--- config.mk ---
export PLATFORM = sky130hd
export DESIGN_NAME = deque_with_negative_purge
export DESIGN_NICKNAME = d
export VERILOG_FILES = /design/src/design/dq_pkg.sv /design/src/design/dq_ram.sv /design/src/design/deque_with_negative_purge.sv
export SDC_FILE = /design/constraint.sdc
export NUM_CORES = 1
export LEC_CHECK = 0
export BUFFER_PORTS_ARGS = -buffer_cell sky130_fd_sc_hd__buf_4
export CORE_UTILIZATION = 40
export DETAILED_ROUTE_END_ITERATION = 10
export GPL_TIMING_DRIVEN = 0
export SLEW_MARGIN = 20
export SYNTH_ARGS = -nofsm -noshare
export SYNTH_HDL_FRONTEND = slang
export SYNTH_SLANG_ARGS = --single-unit
--- constraint.sdc ---
create_clock -name clk_i -period 7.7 [get_ports clk_i]
set_input_delay 1.155 -clock clk_i [delete_from_list [all_inputs] [get_ports clk_i]]
set_output_delay 1.155 -clock clk_i [all_outputs]
set_load 0.02 [all_outputs]
--- src/design/dq_pkg.sv ---
`default_nettype none

package dq_pkg;

  localparam int DEPTH      = 16;
  localparam int VALUE_BITS = 32;
  localparam int IDX_W      = (DEPTH > 1) ? $clog2(DEPTH) : 1;
  localparam int CNT_W      = $clog2(DEPTH + 1);

  typedef enum logic [2:0] {
    OP_PUSH_FRONT = 3'd0,
    OP_PUSH_BACK  = 3'd1,
    OP_POP_FRONT  = 3'd2,
    OP_POP_BACK   = 3'd3,
    OP_PURGE      = 3'd4
  } dq_op_e;

  typedef enum logic [2:0] {
    ST_IDLE,
    ST_EXEC,
    ST_PURGE_RD,
    ST_PURGE_WR,
    ST_RD_FRONT,
    ST_RD_BACK,
    ST_FINISH
  } dq_state_e;

  typedef struct packed {
    logic                  we;
    logic [IDX_W-1:0]      waddr;
    logic [VALUE_BITS-1:0] wdata;
    logic [IDX_W-1:0]      raddr;
  } dq_ram_req_t;

  // Circular index: base + off, folded back into 0..DEPTH-1.
  function automatic logic [IDX_W-1:0] wrap_add(input logic [IDX_W-1:0] base,
                                                input logic [CNT_W-1:0] off);
    logic [CNT_W:0] sum;
    sum = {{(CNT_W + 1 - IDX_W){1'b0}}, base} + {1'b0, off};
    if (sum >= (CNT_W + 1)'(DEPTH)) begin
      sum = sum - (CNT_W + 1)'(DEPTH);
    end
    return sum[IDX_W-1:0];
  endfunction

endpackage

`default_nettype wire

--- src/design/dq_ram.sv ---
`default_nettype none

module dq_ram
  import dq_pkg::*;
(
  input  wire logic                  clk_i,
  input  wire dq_ram_req_t           req_i,
  output logic [VALUE_BITS-1:0]      rdata_o
);

  logic [VALUE_BITS-1:0] mem_q [DEPTH];

  always_ff @(posedge clk_i) begin
    if (req_i.we) begin
      mem_q[req_i.waddr] <= req_i.wdata;
    end
  end

  always_ff @(posedge clk_i) begin
    rdata_o <= mem_q[req_i.raddr];
  end

endmodule

`default_nettype wire

--- src/design/deque_with_negative_purge.sv ---
// Sequence: an accepted push or pop runs an execute step, a front read, a back read
//   when the deque is left non-empty, and a finish step that raises the result strobe;
//   purge adds a read step and a write step per stored entry plus a closing check.
// Throughput: one transaction at a time; busy stays high until the strobe, and
//   the next start is taken the cycle after it. The single memory read port sets this.
// Reset (rst_ni low, asynchronous): head and count clear, the sequencer idles;
//   store contents stay undefined. The receiver cannot stall results.
`default_nettype none

module deque_with_negative_purge
  import dq_pkg::*;
(
  input  wire logic                         clk_i,
  input  wire logic                         rst_ni,
  input  wire logic                         start,
  output logic                              busy,
  input  wire logic [2:0]                   opcode_i,
  input  wire logic signed [VALUE_BITS-1:0] value_i,
  output logic                              result_valid_o,
  output logic                              ok_o,
  output logic [CNT_W-1:0]                  entry_count_o,
  output logic                              is_empty_o,
  output logic signed [VALUE_BITS-1:0]      front_value_o,
  output logic signed [VALUE_BITS-1:0]      back_value_o
);

  // Control state.
  dq_state_e        state_q, state_d;
  logic [IDX_W-1:0] head_q, head_d;
  logic [CNT_W-1:0] count_q, count_d;

  // Per-transaction payload and walk counters.
  logic [2:0]            op_q;
  logic [VALUE_BITS-1:0] value_q;
  logic                  ok_q, ok_d;
  logic [VALUE_BITS-1:0] front_q, front_d;
  logic [CNT_W-1:0]      idx_q, idx_d;
  logic [CNT_W-1:0]      kept_q, kept_d;

  dq_ram_req_t           ram_req;
  logic [VALUE_BITS-1:0] ram_rdata;

  logic accept;

  assign accept = start && !busy;
  assign busy   = (state_q != ST_IDLE);

  dq_ram u_ram (
    .clk_i   (clk_i),
    .req_i   (ram_req),
    .rdata_o (ram_rdata)
  );

  // Sequencer: one memory access per cycle drives every step.
  always_comb begin
    state_d       = state_q;
    head_d        = head_q;
    count_d       = count_q;
    ok_d          = ok_q;
    front_d       = front_q;
    idx_d         = idx_q;
    kept_d        = kept_q;
    ram_req.we    = 1'b0;
    ram_req.waddr = head_q;
    ram_req.wdata = value_q;
    ram_req.raddr = head_q;

    case (state_q)
      ST_IDLE: begin
        if (accept) begin
          state_d = ST_EXEC;
        end
      end

      ST_EXEC: begin
        idx_d   = '0;
        kept_d  = '0;
        ok_d    = 1'b0;
        state_d = ST_RD_FRONT;
        case (op_q)
          OP_PUSH_FRONT: begin
            if (count_q < CNT_W'(DEPTH)) begin
              // Step the head back one slot and store there.
              head_d        = (head_q == '0) ? IDX_W'(DEPTH - 1) : head_q - 1'b1;
              ram_req.we    = 1'b1;
              ram_req.waddr = head_d;
              count_d       = count_q + 1'b1;
              ok_d          = 1'b1;
            end
          end
          OP_PUSH_BACK: begin
            if (count_q < CNT_W'(DEPTH)) begin
              ram_req.we    = 1'b1;
              ram_req.waddr = wrap_add(head_q, count_q);
              count_d       = count_q + 1'b1;
              ok_d          = 1'b1;
            end
          end
          OP_POP_FRONT: begin
            if (count_q != '0) begin
              head_d  = wrap_add(head_q, CNT_W'(1));
              count_d = count_q - 1'b1;
              ok_d    = 1'b1;
            end
          end
          OP_POP_BACK: begin
            if (count_q != '0) begin
              count_d = count_q - 1'b1;
              ok_d    = 1'b1;
            end
          end
          OP_PURGE: begin
            ok_d    = 1'b1;
            state_d = ST_PURGE_RD;
          end
          default: begin
            // Undefined opcode: report failure, touch nothing.
            ok_d = 1'b0;
          end
        endcase
      end

      ST_PURGE_RD: begin
        // Walk done: survivors are packed from the head on.
        if (idx_q == count_q) begin
          count_d = kept_q;
          state_d = ST_RD_FRONT;
        end else begin
          ram_req.raddr = wrap_add(head_q, idx_q);
          state_d       = ST_PURGE_WR;
        end
      end

      ST_PURGE_WR: begin
        // Keep non-negative entries; write slot never passes the read slot.
        if (!ram_rdata[VALUE_BITS-1]) begin
          ram_req.we    = 1'b1;
          ram_req.waddr = wrap_add(head_q, kept_q);
          ram_req.wdata = ram_rdata;
          kept_d        = kept_q + 1'b1;
        end
        idx_d   = idx_q + 1'b1;
        state_d = ST_PURGE_RD;
      end

      ST_RD_FRONT: begin
        ram_req.raddr = head_q;
        state_d       = (count_q == '0) ? ST_FINISH : ST_RD_BACK;
      end

      ST_RD_BACK: begin
        front_d       = ram_rdata;
        ram_req.raddr = wrap_add(head_q, count_q - 1'b1);
        state_d       = ST_FINISH;
      end

      ST_FINISH: begin
        state_d = ST_IDLE;
      end

      default: begin
        state_d = ST_IDLE;
      end
    endcase
  end

  always_ff @(posedge clk_i or negedge rst_ni) begin
    if (!rst_ni) begin
      state_q <= ST_IDLE;
      head_q  <= '0;
      count_q <= '0;
    end else begin
      state_q <= state_d;
      head_q  <= head_d;
      count_q <= count_d;
    end
  end

  // Payload registers: no reset needed.
  always_ff @(posedge clk_i) begin
    if (accept) begin
      op_q    <= opcode_i;
      value_q <= value_i;
    end
    ok_q    <= ok_d;
    front_q <= front_d;
    idx_q   <= idx_d;
    kept_q  <= kept_d;
  end

  // Result: one cycle strobe in the finish step; back value is the last read.
  assign result_valid_o = (state_q == ST_FINISH);
  assign ok_o           = ok_q;
  assign entry_count_o  = count_q;
  assign is_empty_o     = (count_q == '0);
  assign front_value_o  = is_empty_o ? '0 : front_q;
  assign back_value_o   = is_empty_o ? '0 : ram_rdata;

  // Assertions.
  a_count_bound : assert property (@(posedge clk_i) disable iff (!rst_ni)
    count_q <= CNT_W'(DEPTH))
    else $error("stored count exceeds depth");

  a_accept_busy : assert property (@(posedge clk_i) disable iff (!rst_ni)
    accept |=> busy && !result_valid_o)
    else $error("accepted transaction did not hold busy");

  a_result_idle : assert property (@(posedge clk_i) disable iff (!rst_ni)
    result_valid_o |=> !busy && !result_valid_o)
    else $error("sequencer did not return to idle after result");

  a_purge_ok : assert property (@(posedge clk_i) disable iff (!rst_ni)
    (result_valid_o && op_q == OP_PURGE) |-> ok_o)
    else $error("purge reported failure");

endmodule

`default_nettype wire

* After elaboration in Yosys (flattened, before gate mapping) *
Memories as Yosys holds them, arrays and structs flattened. A register that Yosys moved wholly into a read port is not among the register bits.
Index checks and enable logic that the tools add are counted.

word-level totals
  output and inout port bits = 73
  memories kept = 1
  input bits = 38
  RAM bits = 512
  bits in registers = 90

cells by class
  equal/unequal tests = 19
  reduce and logical (&&, ||, !) cells = 16
  add/sub/neg operators = 15
  magnitude comparators = 6
  multiplexer cells = 37

memories
  name         depth  width  rd ports  clocked after Yosys merged registers in  write ports  RTL line      source
  u_ram.mem_q  16     32     1         1                                        1            dq_ram.sv:11  logic [VALUE_BITS-1:0] mem_q [DEPTH];

operators by type and width
  operator                                                                             number
  32-bit two-way mux                                                                   3
  5-bit case mux with 2 select lines                                                   6
  37-bit two-way mux                                                                   1
  4-bit two-way mux                                                                    9
  5-bit two-way mux                                                                    6
  4-bit by 5-bit adder with 6-bit output                                               4
  6-bit by 5-bit greater-or-equal comparator with 1-bit output, second input constant  4
  4-bit by 1-bit subtractor with 4-bit output, second input constant                   6
  3-bit case mux with 6 select lines                                                   1
  4-bit case mux with 2 select lines                                                   2
  5-bit by 1-bit adder with 5-bit output, second input constant                        3
  3-bit by 2-bit == test with 1-bit output, second input constant                      4
  3-bit == test, second input constant                                                 4
  2-bit != test, second input constant                                                 5
  3-bit two-way mux                                                                    3
  3-bit != test, second input constant                                                 3
  3-bit by 1-bit == test with 1-bit output, second input constant                      2
  3-bit logical NOT                                                                    2
  2-bit nonzero test                                                                   3
  4-bit by 1-bit adder with 5-bit output, second input constant                        1
  5-bit == test                                                                        1
  5-bit greater-or-equal comparator, second input constant                             1
  5-bit logical NOT                                                                    1
  5-bit < comparator, second input constant                                            1
  13 further kinds                                                                     17

* Longest topological paths before layout *
Gate-level depths: netlist of run 1.

  depth after elaboration = 8
  mapped depth = 13
  gate-level depth less buffers = 12

* Hierarchy *
From an unflattened synthesis of run 1, not the netlist that was laid out.

second synthesis, totals
  cell total of the unflattened synthesis = 1260
  area total of the unflattened synthesis = 24895.1 µm²

by module, submodules not included
  module                     area an instance (µm²)  cells an instance  sequential area each (µm²)  instances
  dq_ram                     19835.3                 838                16015.4                     1
  deque_with_negative_purge  5059.9                  422                2642.5                      1

* Worst setup path before layout of run 1 *
OpenSTA, ideal clock, no wires.

  kind = register -> register
  start point = register count_q[0], in the netlist entry_count_o[0]
  end point = memory u_ram.mem_q[14][0] (enable)
  stages on the path, launching flop included = 10
  period minus slack after synthesis = 4.818 ns
  required time = 7.239 ns
  slack = 2.882 ns
  arrival = 4.357 ns
  buffers on the path = 0
  cells stage by stage = dfrtp_1 ha_1 fa_1 xnor2_1 nand2_1 o2111ai_1 a21oi_1 a211oi_1 or3b_2 nor3_1

between the ends
  cells in the longest elaborated chain, start to end = 6

ends and longest elaborated chain
  what                                                                                        RTL line                                                                        source
  start, declared                                                                             deque_with_negative_purge.sv:30                                                 logic [CNT_W-1:0] count_q, count_d;
  start signal, assigned                                                                      deque_with_negative_purge.sv:175                                                count_q <= count_d;
  4-bit by 5-bit adder with 6-bit output or 5-bit < comparator (tied branches)                dq_pkg.sv:39, deque_with_negative_purge.sv:82, deque_with_negative_purge.sv:92
  6-bit by 5-bit greater-or-equal comparator with 1-bit output, or another cell as far along  dq_pkg.sv:40                                                                    if (sum >= (CNT_W + 1)'(DEPTH)) begin
  4-bit two-way mux or 5-bit case mux with 2 select lines (tied branches)                     dq_pkg.sv:40, deque_with_negative_purge.sv:80
  5-bit two-way mux or 5-bit case mux with 2 select lines (tied branches)                     deque_with_negative_purge.sv:92, deque_with_negative_purge.sv:68
  5-bit case mux with 2 select lines *                                                        deque_with_negative_purge.sv:80                                                 case (op_q)
  5-bit case mux with 2 select lines *                                                        deque_with_negative_purge.sv:68                                                 case (state_q)
  end, declared                                                                               dq_ram.sv:11

Mark *: on every way between the ends. The rest lies on a longest branch, timed or not.

* Worst setup path after layout of run 1 *
  start point = register count_q[0], in the netlist entry_count_o[0]
  end point = output back_value_o[14]

between the ends
  cells in the longest elaborated chain, start to end = 2

ends and longest elaborated chain
  what                RTL line                          source
  5-bit logical NOT   deque_with_negative_purge.sv:195  assign is_empty_o = (count_q == '0);
  32-bit two-way mux  deque_with_negative_purge.sv:197  assign back_value_o = is_empty_o ? '0 : ram_rdata;
  end, declared       deque_with_negative_purge.sv:24   output logic signed [VALUE_BITS-1:0] back_value_o

Every way passes these cells.

==> results.yml, run 1 <==
drt:
  detail_route.iter0.violations: 1475
  wl_um: 68200
  routedWlPerCell_um: 23.52
  post_drt_via_cell_ratio: 5.481
  firstDrtPassIters: 5
  drt_drc_violations_left: 0
  ant_nets: 0
  detailroute.via_count: 15896
clocking:
  tritoncts_num_sinks: 634
  holdBufCountCts: 0
  tritoncts: "yes"
  clock_latency_ps: 610
  clock_path_buffers: 3
  htree_num_levels: 3
  root_driver: "sky130_fd_sc_hd__clkbuf_16"
  cts_resized: 0
  numCtsBuffers: 68
  clk_transition_reported_paths_ps: 60
  cts_post_setup_buffers_inserted: 0
layout:
  multi_input_area_um2: 6620
  fill_cells: 5407
  nNetsFinal: 2060
  register_area_um2: 18660
  fraction_of_final_layout_cells_with_drive_strength_greater_than_1_pct: 19.28
  area_delta_synth_final_pct: 18.45
  mostFrequentLayoutCells: "590 x sky130_fd_sc_hd__edfxtp_1, 343 x sky130_fd_sc_hd__nand2_1, 147 x sky130_fd_sc_hd__buf_4"
  final-instance-count-excl-fill: 2900
  final_util_pct: 48.18
  mostFrequentLayoutCell: "sky130_fd_sc_hd__edfxtp_1"
  antenna_cells: 0
worst_setup_path:
  r2r.worst_path.cells: 12
  path_class: "flop to output port"
  setup.worst_path.start: "entry_count_o[0]"
  cp.required_ps: 6550
  timing.critical_path.mode_cell: "sky130_fd_sc_hd__clkbuf_1"
  critical_path.startpoint_type: "flop"
  cp_max_fo: 10
  crit-reg2reg-launch: "head_q[0]"
  worst_path_largest_cell_delay_ps: 710
  worst_path_max_delay_cell: "sky130_fd_sc_hd__clkbuf_1"
  setup.worst_path.end_class: "output port"
  path_cells: "inv_1 -> ha_1 -> nor4b_2 -> buf_2 -> clkbuf_1 -> clkbuf_1 -> nor2b_1 -> buf_4"
  worstPathArrival_ps: 3920
synthesis:
  post-synth-top-area-fraction_pct: 68.68
  yosys_warnings: 0
  synthDominantAreaCellType: "sky130_fd_sc_hd__edfxtp_1"
  synth.yosys.seq_area_share_pct: 72.33
  post_synth_num_cell_types: 65
  postSynthAreaPerCell_um2: 14.52
  synthFlopType: "sky130_fd_sc_hd__edfxtp_1"
  synth_async_reset_ratio_pct: 1.893
  netlist_instances: 1777
  syn-num-nets: 1838
  synth.area.top_cells: "sky130_fd_sc_hd__edfxtp_1 69%, sky130_fd_sc_hd__nand2_1 5.0%, sky130_fd_sc_hd__mux2i_1 3.8%"
  netlist_area_um2: 25800
  synth_seq_cells: 634
  synth_edf_count: 590
pwr:
  power.ir.vdd_worst_uv: 375.3
  power_density_nw_per_um2: 490.2
  power_leakage_nw: 10.67
sta:
  final-hold-violation-count: 0
  period_minus_slack_ps: 5077
  timing.fmax_mhz: 197.0
  rsz_0062_raised_after_global_routing: "no"
  timing.setup.tns_ps: 0
  relSlewSlack_pct: 30.47
  share_of_the_clock_period_used_by_the_worst_path_pct: 65.94
  final_max_slew_viol_count: 0
  fin_skew_ps: 24.28
  worst_hold_slack_ps: 388.0
  setup_viol: 0
  tightestPinTransition_ps: 1037
global_route:
  grt_first_pass_wirelength_um: 102400
  grt_busiest_layer: "met2"
  grt_use_met2_pct: 34.69
  antenna_violations_before_repair: 2
  grt_pass1_vias: 16175
  globalRouteTotalUtil_pct: 20.89
  pin_count_of_the_biggest_net_entering_global_routing: 22
  globalRouteMet1Util_pct: 27.36
  grt-ovfl-total: 0
  gr-usage-met3_pct: 3.654
die:
  die-area_um2: 65510
  core_um2: 63430
  placement_rows: 92
  initial_core_util_pct: 40.67
  die_h_um: 256.0
  design.portCount: 111
  horizontal_die_dimension_um: 256.0
run:
  max_cap_viol_count: 0
worst_hold_path:
  hold_class: "input port to async pin"
placed_design:
  gp_congestion: 0.8608
  io_buffers: 110
  dp.cells: 2775
  dp_hpwl_um: 46150
outcome:
  status: "finished, final reports clean"
==> final timing paths <==
kind	slack [ps]	end
min	390	state_q[1]
max in group asynchronous	7140	entry_count_o[2]
max	2620	back_value_o[14]
max reg2reg	3290	u_ram.mem_q[7][10]
min in group clk_i	430	front_q[31]
min reg2reg	430	front_q[31]
==> power breakdown <==
part | leakage, nW | internal (mW) | switching (mW) | total, mW
clock network | 1.11 | 1.99 | 1.34 | 3.33
logic | 3.81 | 2.45 | 4.70 | 7.16
registers | 5.74 | 4.31 | 0.186 | 4.50
==> registers in the layout (all words and copies together), names as in the netlist <==
signal,count
u_ram.rdata_o,32
u_ram.mem_q,512
front_q,32
op_q,3
kept_q,5
idx_q,5
ok_o,1
entry_count_o,5
value_q,32
head_q,4
state_q,3
==> critical path: cells and delay by family, from the launching register on <==
kind / cells / cell delay [ps]
buffers and inverters: 5 / 2110
adders and majority gates: 1 / 180
and+or+nand+nor: 2 / 520
DFF: 1 / 490
==> stage by stage <==
step / worst slack (ps) / cell area, um^2 / power (mW)
after floorplan: 2882 / 25800 / 8.977
after global placement: -322.4 / 27680 / 11.59
after detailed placement: 3275 / 28270 / 11.75
after CTS: 2601 / 30560 / 15.09
after global routing: 2447 / 30560 / 15.73
final: 2623 / 30560 / 14.98
==> routing by layer <==
metal | share of wire [%] | wire, um | vias up
met5 | 0.019 | 13 | -
met4 | 2.8 | 1886 | 2
met3 | 6.2 | 4221 | 113
met2 | 49 | 33340 | 534
met1 | 42 | 28740 | 8078
li1 | - | - | 7169
==> cell type report <==
class | count | share of cell area, %
Tap cell | 846 | 3.464
Timing Repair Buffer | 152 | 4.275
Clock inverter | 25 | 1.011
Sequential cell | 634 | 61.06
Clock buffer | 100 | 6.465
Multi-Input combinational cell | 1013 | 21.66
Inverter | 17 | 0.2088
Buffer | 113 | 1.855
==> kinds of logic after synthesis <==
kind of cell | after synthesis | share of synthesized area (%)
mux | 131 | 5.243
simple gates | 577 | 10.26
buf+inv | 130 | 2.444
fa+ha+maj | 23 | 1.232
xor+xnor | 26 | 0.9118
flops | 634 | 72.33
compound gates | 256 | 7.581
==> Yosys cell counts, types with 12 or more instances <==
| cell | number |
|---|---|
| sky130_fd_sc_hd__nand3b_1 | 31 |
| sky130_fd_sc_hd__dfrtp_1 | 12 |
| sky130_fd_sc_hd__nor2_1 | 41 |
| sky130_fd_sc_hd__dfxtp_1 | 32 |
| sky130_fd_sc_hd__mux2_2 | 33 |
| sky130_fd_sc_hd__xor2_1 | 17 |
| sky130_fd_sc_hd__ha_1 | 19 |
| sky130_fd_sc_hd__buf_2 | 57 |
| sky130_fd_sc_hd__a32oi_1 | 33 |
| sky130_fd_sc_hd__a32o_1 | 62 |
| sky130_fd_sc_hd__o221ai_1 | 31 |
| sky130_fd_sc_hd__nand3_1 | 37 |
| sky130_fd_sc_hd__nor2b_1 | 67 |
| sky130_fd_sc_hd__clkbuf_1 | 40 |
| sky130_fd_sc_hd__inv_1 | 16 |
| sky130_fd_sc_hd__o21ai_0 | 12 |
| sky130_fd_sc_hd__nand2_1 | 343 |
| sky130_fd_sc_hd__nor3_1 | 20 |
| sky130_fd_sc_hd__mux2i_1 | 98 |
| sky130_fd_sc_hd__edfxtp_1 | 590 |
| sky130_fd_sc_hd__a21oi_1 | 84 |
Power figures use the tool's default switching activity.
==> inputs of run 2 (changes only) <==
Clock period 7.7 ns to 4.8 ns, I/O delays scaled along.
==> run 2 against run 1 <==
Final cell count did not move. Power rose by 61%. Non-clock buffer count did not move. Sequential share of layout area barely moved. Combinational power rose by 61%. Via count rose by 0.11%. Utilization barely moved. Register-to-register slack got worse by 2900 ps. Critical path type is now flop to flop.
==> results.yml, run 2 (same netlist as run 1, synthesis figures left out) <==
global_route:
  pin_count_of_the_biggest_net_entering_global_routing: 22
  grt_pass1_vias: 16176
  grt_first_pass_wirelength_um: 102400
  antenna_violations_before_repair: 2
  grt-ovfl-total: 0
  globalRouteTotalUtil_pct: 20.90
worst_setup_path:
  regToRegSetupSlack_ps: 390
  path_class: "flop to flop"
  worstPathArrival_ps: 4700
  cp.required_ps: 5090
  crit-reg2reg-launch: "head_q[1]"
  critical_path.startpoint_type: "flop"
  cp_max_fo: 19
  r2r.worst_path.cells: 11
  worstReg2RegEnd: "u_ram.mem_q[7][10]"
  setup.worst_path.end_class: "flop"
drt:
  wl_um: 68090
  drt_drc_violations_left: 0
  firstDrtPassIters: 7
  post_drt_via_cell_ratio: 5.488
  routedWlPerCell_um: 23.48
  detailroute.via_count: 15914
  detail_route.iter0.violations: 1434
  ant_nets: 0
die:
  placement_rows: 92
  die_h_um: 256.0
  die-area_um2: 65510
  design.portCount: 111
  horizontal_die_dimension_um: 256.0
  core_um2: 63430
  initial_core_util_pct: 40.67
sta:
  rsz_0062_raised_after_global_routing: "no"
  timing.fmax_mhz: 226.6
  tightestPinTransition_ps: 1058
  setup_viol: 0
  share_of_the_clock_period_used_by_the_worst_path_pct: 91.95
  fin_skew_ps: 25.19
  timing.setup.tns_ps: 0
  relSlewSlack_pct: 29.23
  period_minus_slack_ps: 4413
  final_max_slew_viol_count: 0
  worst_hold_slack_ps: 287.9
  final-hold-violation-count: 0
clocking:
  numCtsBuffers: 68
  clock_latency_ps: 610
  tritoncts_num_sinks: 634
  htree_num_levels: 3
  root_driver: "sky130_fd_sc_hd__clkbuf_16"
  tritoncts: "yes"
  clock_path_buffers: 3
  clk_transition_reported_paths_ps: 60
  cts_post_setup_buffers_inserted: 0
layout:
  antenna_cells: 0
  register_area_um2: 18660
  largest_register_ffs: 512
  multi_input_area_um2: 6620
  nNetsFinal: 2060
  area_delta_synth_final_pct: 18.50
  mostFrequentLayoutCells: "590 x sky130_fd_sc_hd__edfxtp_1, 343 x sky130_fd_sc_hd__nand2_1, 147 x sky130_fd_sc_hd__buf_4"
  fill_cells: 5406
  fraction_of_final_layout_cells_with_drive_strength_greater_than_1_pct: 19.28
  final_util_pct: 48.20
  mostFrequentLayoutCell: "sky130_fd_sc_hd__edfxtp_1"
  largest_register: "u_ram.mem_q"
pwr:
  power_leakage_nw: 10.67
  power_density_nw_per_um2: 786.6
  power.ir.vdd_worst_uv: 605.7
placed_design:
  dp_hpwl_um: 46150
  io_buffers: 110
  gp_congestion: 0.8608
worst_hold_path:
  whs_path_depth: 1
  worst_hold_startpoint: "value_i[4]"
  hold_class: "input port to flop"
  min_to: "value_q[4]"
outcome:
  status: "finished, final reports clean"
run:
  max_cap_viol_count: 0
## run 2: cell types whose count changed in the layout (fill, tap and decap cells not counted), sizes merged
cell / previous run / this run
clkbuf: 140 / 138
clkdlybuf4s15: 0 / 1
dlygate4sd3: 0 / 1
## run 2: timing repair
action	4_1_cts	5_1_grt
setup endpoints to repair	0	2
resized for setup	0	2
hold buffers	1	0
endpoints found under the hold margin	12	0
## run 2: power by group
part | leakage, nW | switching (mW) | internal (mW)
combinational | 3.82 | 7.56 | 3.94
sequential | 5.74 | 0.297 | 6.92
clock | 1.11 | 2.15 | 3.19
total | 10.7 | 10.0 | 14.0
## run 2: how the worst max path moves through the flow
| stage | slack, ps | start | depth (start not counted) | end |
|---|---|---|---|---|
| 2_1_floorplan | -20 | entry_count_o[0] | 9 | u_ram.mem_q[14][0] |
| 3_3_place_gp | -3220 | head_q[0] | 10 | u_ram.mem_q[6][18] |
| 3_5_place_dp | 430 | head_q[1] | 11 | u_ram.mem_q[7][16] |
| 4_1_cts | 140 | entry_count_o[0] | 8 | back_value_o[20] |
| 5_1_grt | 80 | head_q[1] | 11 | u_ram.mem_q[7][8] |
| 6_report | 390 | head_q[1] | 11 | u_ram.mem_q[7][10] |
## run 2: through the flow
stage / instances / cell area, um^2 / power, mW / worst slack (ps)
floorplan: 1777 / 25800 / 14.40 / -17.81
global placement: 2733 / 27680 / 18.59 / -3222
detailed placement: 2775 / 28270 / 18.85 / 429.7
CTS: 2901 / 30570 / 24.21 / 136.0
global route: 2900 / 30570 / 25.23 / 81.08
finish: 2900 / 30570 / 24.05 / 386.6
## run 2: layout make-up
| type | instances | area share [%] |
|---|---|---|
| plain buffers | 112 | 1.862 |
| clock buffers | 100 | 6.463 |
| clock inverters | 25 | 1.011 |
| inverters | 17 | 0.2087 |
| multi-input cells | 1013 | 21.66 |
| flip-flops and latches | 634 | 61.03 |
| well taps | 846 | 3.463 |
| repair buffers | 153 | 4.306 |
## run 2: critical path, stage by stage, from the launching register on
cell and delay, ps:
sky130_fd_sc_hd__dfrtp_1 630, sky130_fd_sc_hd__inv_1 390, sky130_fd_sc_hd__ha_1 300, sky130_fd_sc_hd__nor3b_1 310
sky130_fd_sc_hd__o31ai_1 110, sky130_fd_sc_hd__a31oi_1 250, sky130_fd_sc_hd__nor2_1 70, sky130_fd_sc_hd__a221oi_2 610
sky130_fd_sc_hd__inv_1 250, sky130_fd_sc_hd__or2_1 360, sky130_fd_sc_hd__nor2_4 520, sky130_fd_sc_hd__buf_12 260
## run 2: routing by layer
metal | track usage, % | up-vias | share of wire, %
li1 | - | 7164 | -
met1 | 27.37 | 8038 | 41
met2 | 34.69 | 606 | 49
met3 | 3.654 | 104 | 6.9
met4 | 7.917 | 2 | 2.6
met5 | 0 | - | 0.019
==> inputs of run 3 (changes only) <==
Clock period 4.8 ns to 5.1 ns, I/O delays scaled along.
==> run 3 against run 2 <==
Clock power fell by 6.0%. Flip-flop and latch count did not move. Hold slack improved by 45 ps. Largest power group unchanged. Power fell by 5.8%. Clock skew barely moved. Final area barely moved. Combinational power fell by 6%. Highest routed layer unchanged. Non-clock buffer count rose by 1. Final cell count barely moved.
==> results.yml, run 3 (same netlist as run 1, synthesis figures left out) <==
outcome:
  status: "finished, final reports clean"
layout:
  nNetsFinal: 2061
  fill_cells: 5406
  mostFrequentLayoutCells: "590 x sky130_fd_sc_hd__edfxtp_1, 343 x sky130_fd_sc_hd__nand2_1, 147 x sky130_fd_sc_hd__buf_4"
  mostFrequentLayoutCell: "sky130_fd_sc_hd__edfxtp_1"
  fraction_of_final_layout_cells_with_drive_strength_greater_than_1_pct: 19.27
  largest_register_ffs: 512
  largest_register: "u_ram.mem_q"
  area_delta_synth_final_pct: 18.49
  antenna_cells: 0
worst_setup_path:
  setup.worst_path.start: "entry_count_o[0]"
  worstPathArrival_ps: 3920
  path_class: "flop to output port"
  cp_max_fo: 10
  r2r.worst_path.cells: 11
  setup.worst_path.end_class: "output port"
  critical_path.startpoint_type: "flop"
  cp.required_ps: 4340
  crit-reg2reg-launch: "head_q[1]"
drt:
  post_drt_via_cell_ratio: 5.504
  ant_nets: 0
  drt_drc_violations_left: 0
  detail_route.iter0.violations: 1651
  firstDrtPassIters: 6
  detailroute.via_count: 15967
  routedWlPerCell_um: 23.57
  wl_um: 68370
sta:
  final-hold-violation-count: 0
  tightestPinTransition_ps: 1026
  final_max_slew_viol_count: 0
  worst_hold_slack_ps: 333.2
  setup_viol: 0
  timing.fmax_mhz: 213.3
  fin_skew_ps: 24.77
  period_minus_slack_ps: 4688
  rsz_0062_raised_after_global_routing: "no"
  timing.setup.tns_ps: 0
  share_of_the_clock_period_used_by_the_worst_path_pct: 91.93
  relSlewSlack_pct: 31.20
pwr:
  power_leakage_nw: 10.67
  power_density_nw_per_um2: 740.7
  power.ir.vdd_worst_uv: 572.4
die:
  core_um2: 63430
  placement_rows: 92
  die-area_um2: 65510
  design.portCount: 111
  initial_core_util_pct: 40.67
  die_h_um: 256.0
  horizontal_die_dimension_um: 256.0
placed_design:
  dp_hpwl_um: 46150
  gp_congestion: 0.8608
  io_buffers: 110
global_route:
  globalRouteTotalUtil_pct: 20.90
  grt_first_pass_wirelength_um: 102400
  antenna_violations_before_repair: 2
  grt-ovfl-total: 0
  pin_count_of_the_biggest_net_entering_global_routing: 22
  grt_pass1_vias: 16176
clocking:
  root_driver: "sky130_fd_sc_hd__clkbuf_16"
  cts_post_setup_buffers_inserted: 0
  clock_latency_ps: 610
  tritoncts_num_sinks: 634
  cts_resized: 0
  tritoncts: "yes"
  numCtsBuffers: 68
  clk_transition_reported_paths_ps: 60
  htree_num_levels: 3
  clock_path_buffers: 3
  holdBufCountCts: 1
worst_hold_path:
  worst_hold_startpoint: "value_i[4]"
  whs_path_depth: 1
  hold_class: "input port to flop"
run:
  max_cap_viol_count: 0
[run 3: cell types whose count changed in the layout (fill, tap and decap cells not counted)]
cell,delta
sky130_fd_sc_hd__clkbuf_1,+2
sky130_fd_sc_hd__clkdlybuf4s15_1,-1
[run 3: routing by layer]
| layer | vias to the layer above | global-route usage (%) | wire, um |
|---|---|---|---|
| li1 | 7163 | - | - |
| met1 | 8135 | 27.37 | 28610 |
| met2 | 559 | 34.69 | 33480 |
| met3 | 108 | 3.654 | 4369 |
| met4 | 2 | 7.917 | 1893 |
| met5 | - | 0 | 13 |
[run 3: layout make-up]
class                           count  area [um^2]  share of cell area [%]
Buffer                            113        566.8                   1.854
Clock buffer                      100         1976                   6.463
Clock inverter                     25        309.0                   1.011
Inverter                           17        63.81                  0.2088
Multi-Input combinational cell   1013         6620                   21.66
Sequential cell                   634        18660                   61.04
Tap cell                          846         1059                   3.463
Timing Repair Buffer              153         1316                   4.306
[run 3: path summary, 6_finish.rpt]
| check | endpoint | slack (ps) |
|---|---|---|
| max reg2reg | u_ram.mem_q[7][10] | 670 |
| max in group asynchronous | head_q[3] | 4390 |
| min in group asynchronous | state_q[1] | 550 |
| min reg2reg | front_q[31] | 430 |
| min | value_q[4] | 330 |
| max | back_value_o[14] | 410 |
[run 3: power breakdown]
| part | internal [mW] | total (mW) | switching [mW] | leakage [nW] |
|---|---|---|---|---|
| sequential | 6.51 | 6.79 | 0.282 | 5.74 |
| clock | 3.01 | 5.02 | 2.02 | 1.11 |
| combinational | 3.70 | 10.8 | 7.13 | 3.82 |
| total | 13.2 | 22.6 | 9.42 | 10.7 |
[run 3: through the flow]
stage                     setup WS, ps  total power, mW  util, %  std cells  instance area [um^2]
after floorplan                  282.2            13.55        -       1777                 25800
after global placement           -2922            17.50    43.64       2733                 27680
after detailed placement         729.7            17.74    44.58       2775                 28270
after CTS                        391.0            22.78    48.20       2901                 30570
after global routing             236.5            23.74    48.20       2901                 30570
final                            411.8            22.64    48.20       2901                 30570
[run 3: worst max-delay path, stage by stage (launching register included)]
cell and delay (ps):
sky130_fd_sc_hd__dfrtp_1 490, sky130_fd_sc_hd__inv_1 220, sky130_fd_sc_hd__ha_1 180, sky130_fd_sc_hd__nor4b_2 360, sky130_fd_sc_hd__buf_2 300, sky130_fd_sc_hd__clkbuf_1 700, sky130_fd_sc_hd__clkbuf_1 710, sky130_fd_sc_hd__nor2b_1 150
sky130_fd_sc_hd__buf_4 200
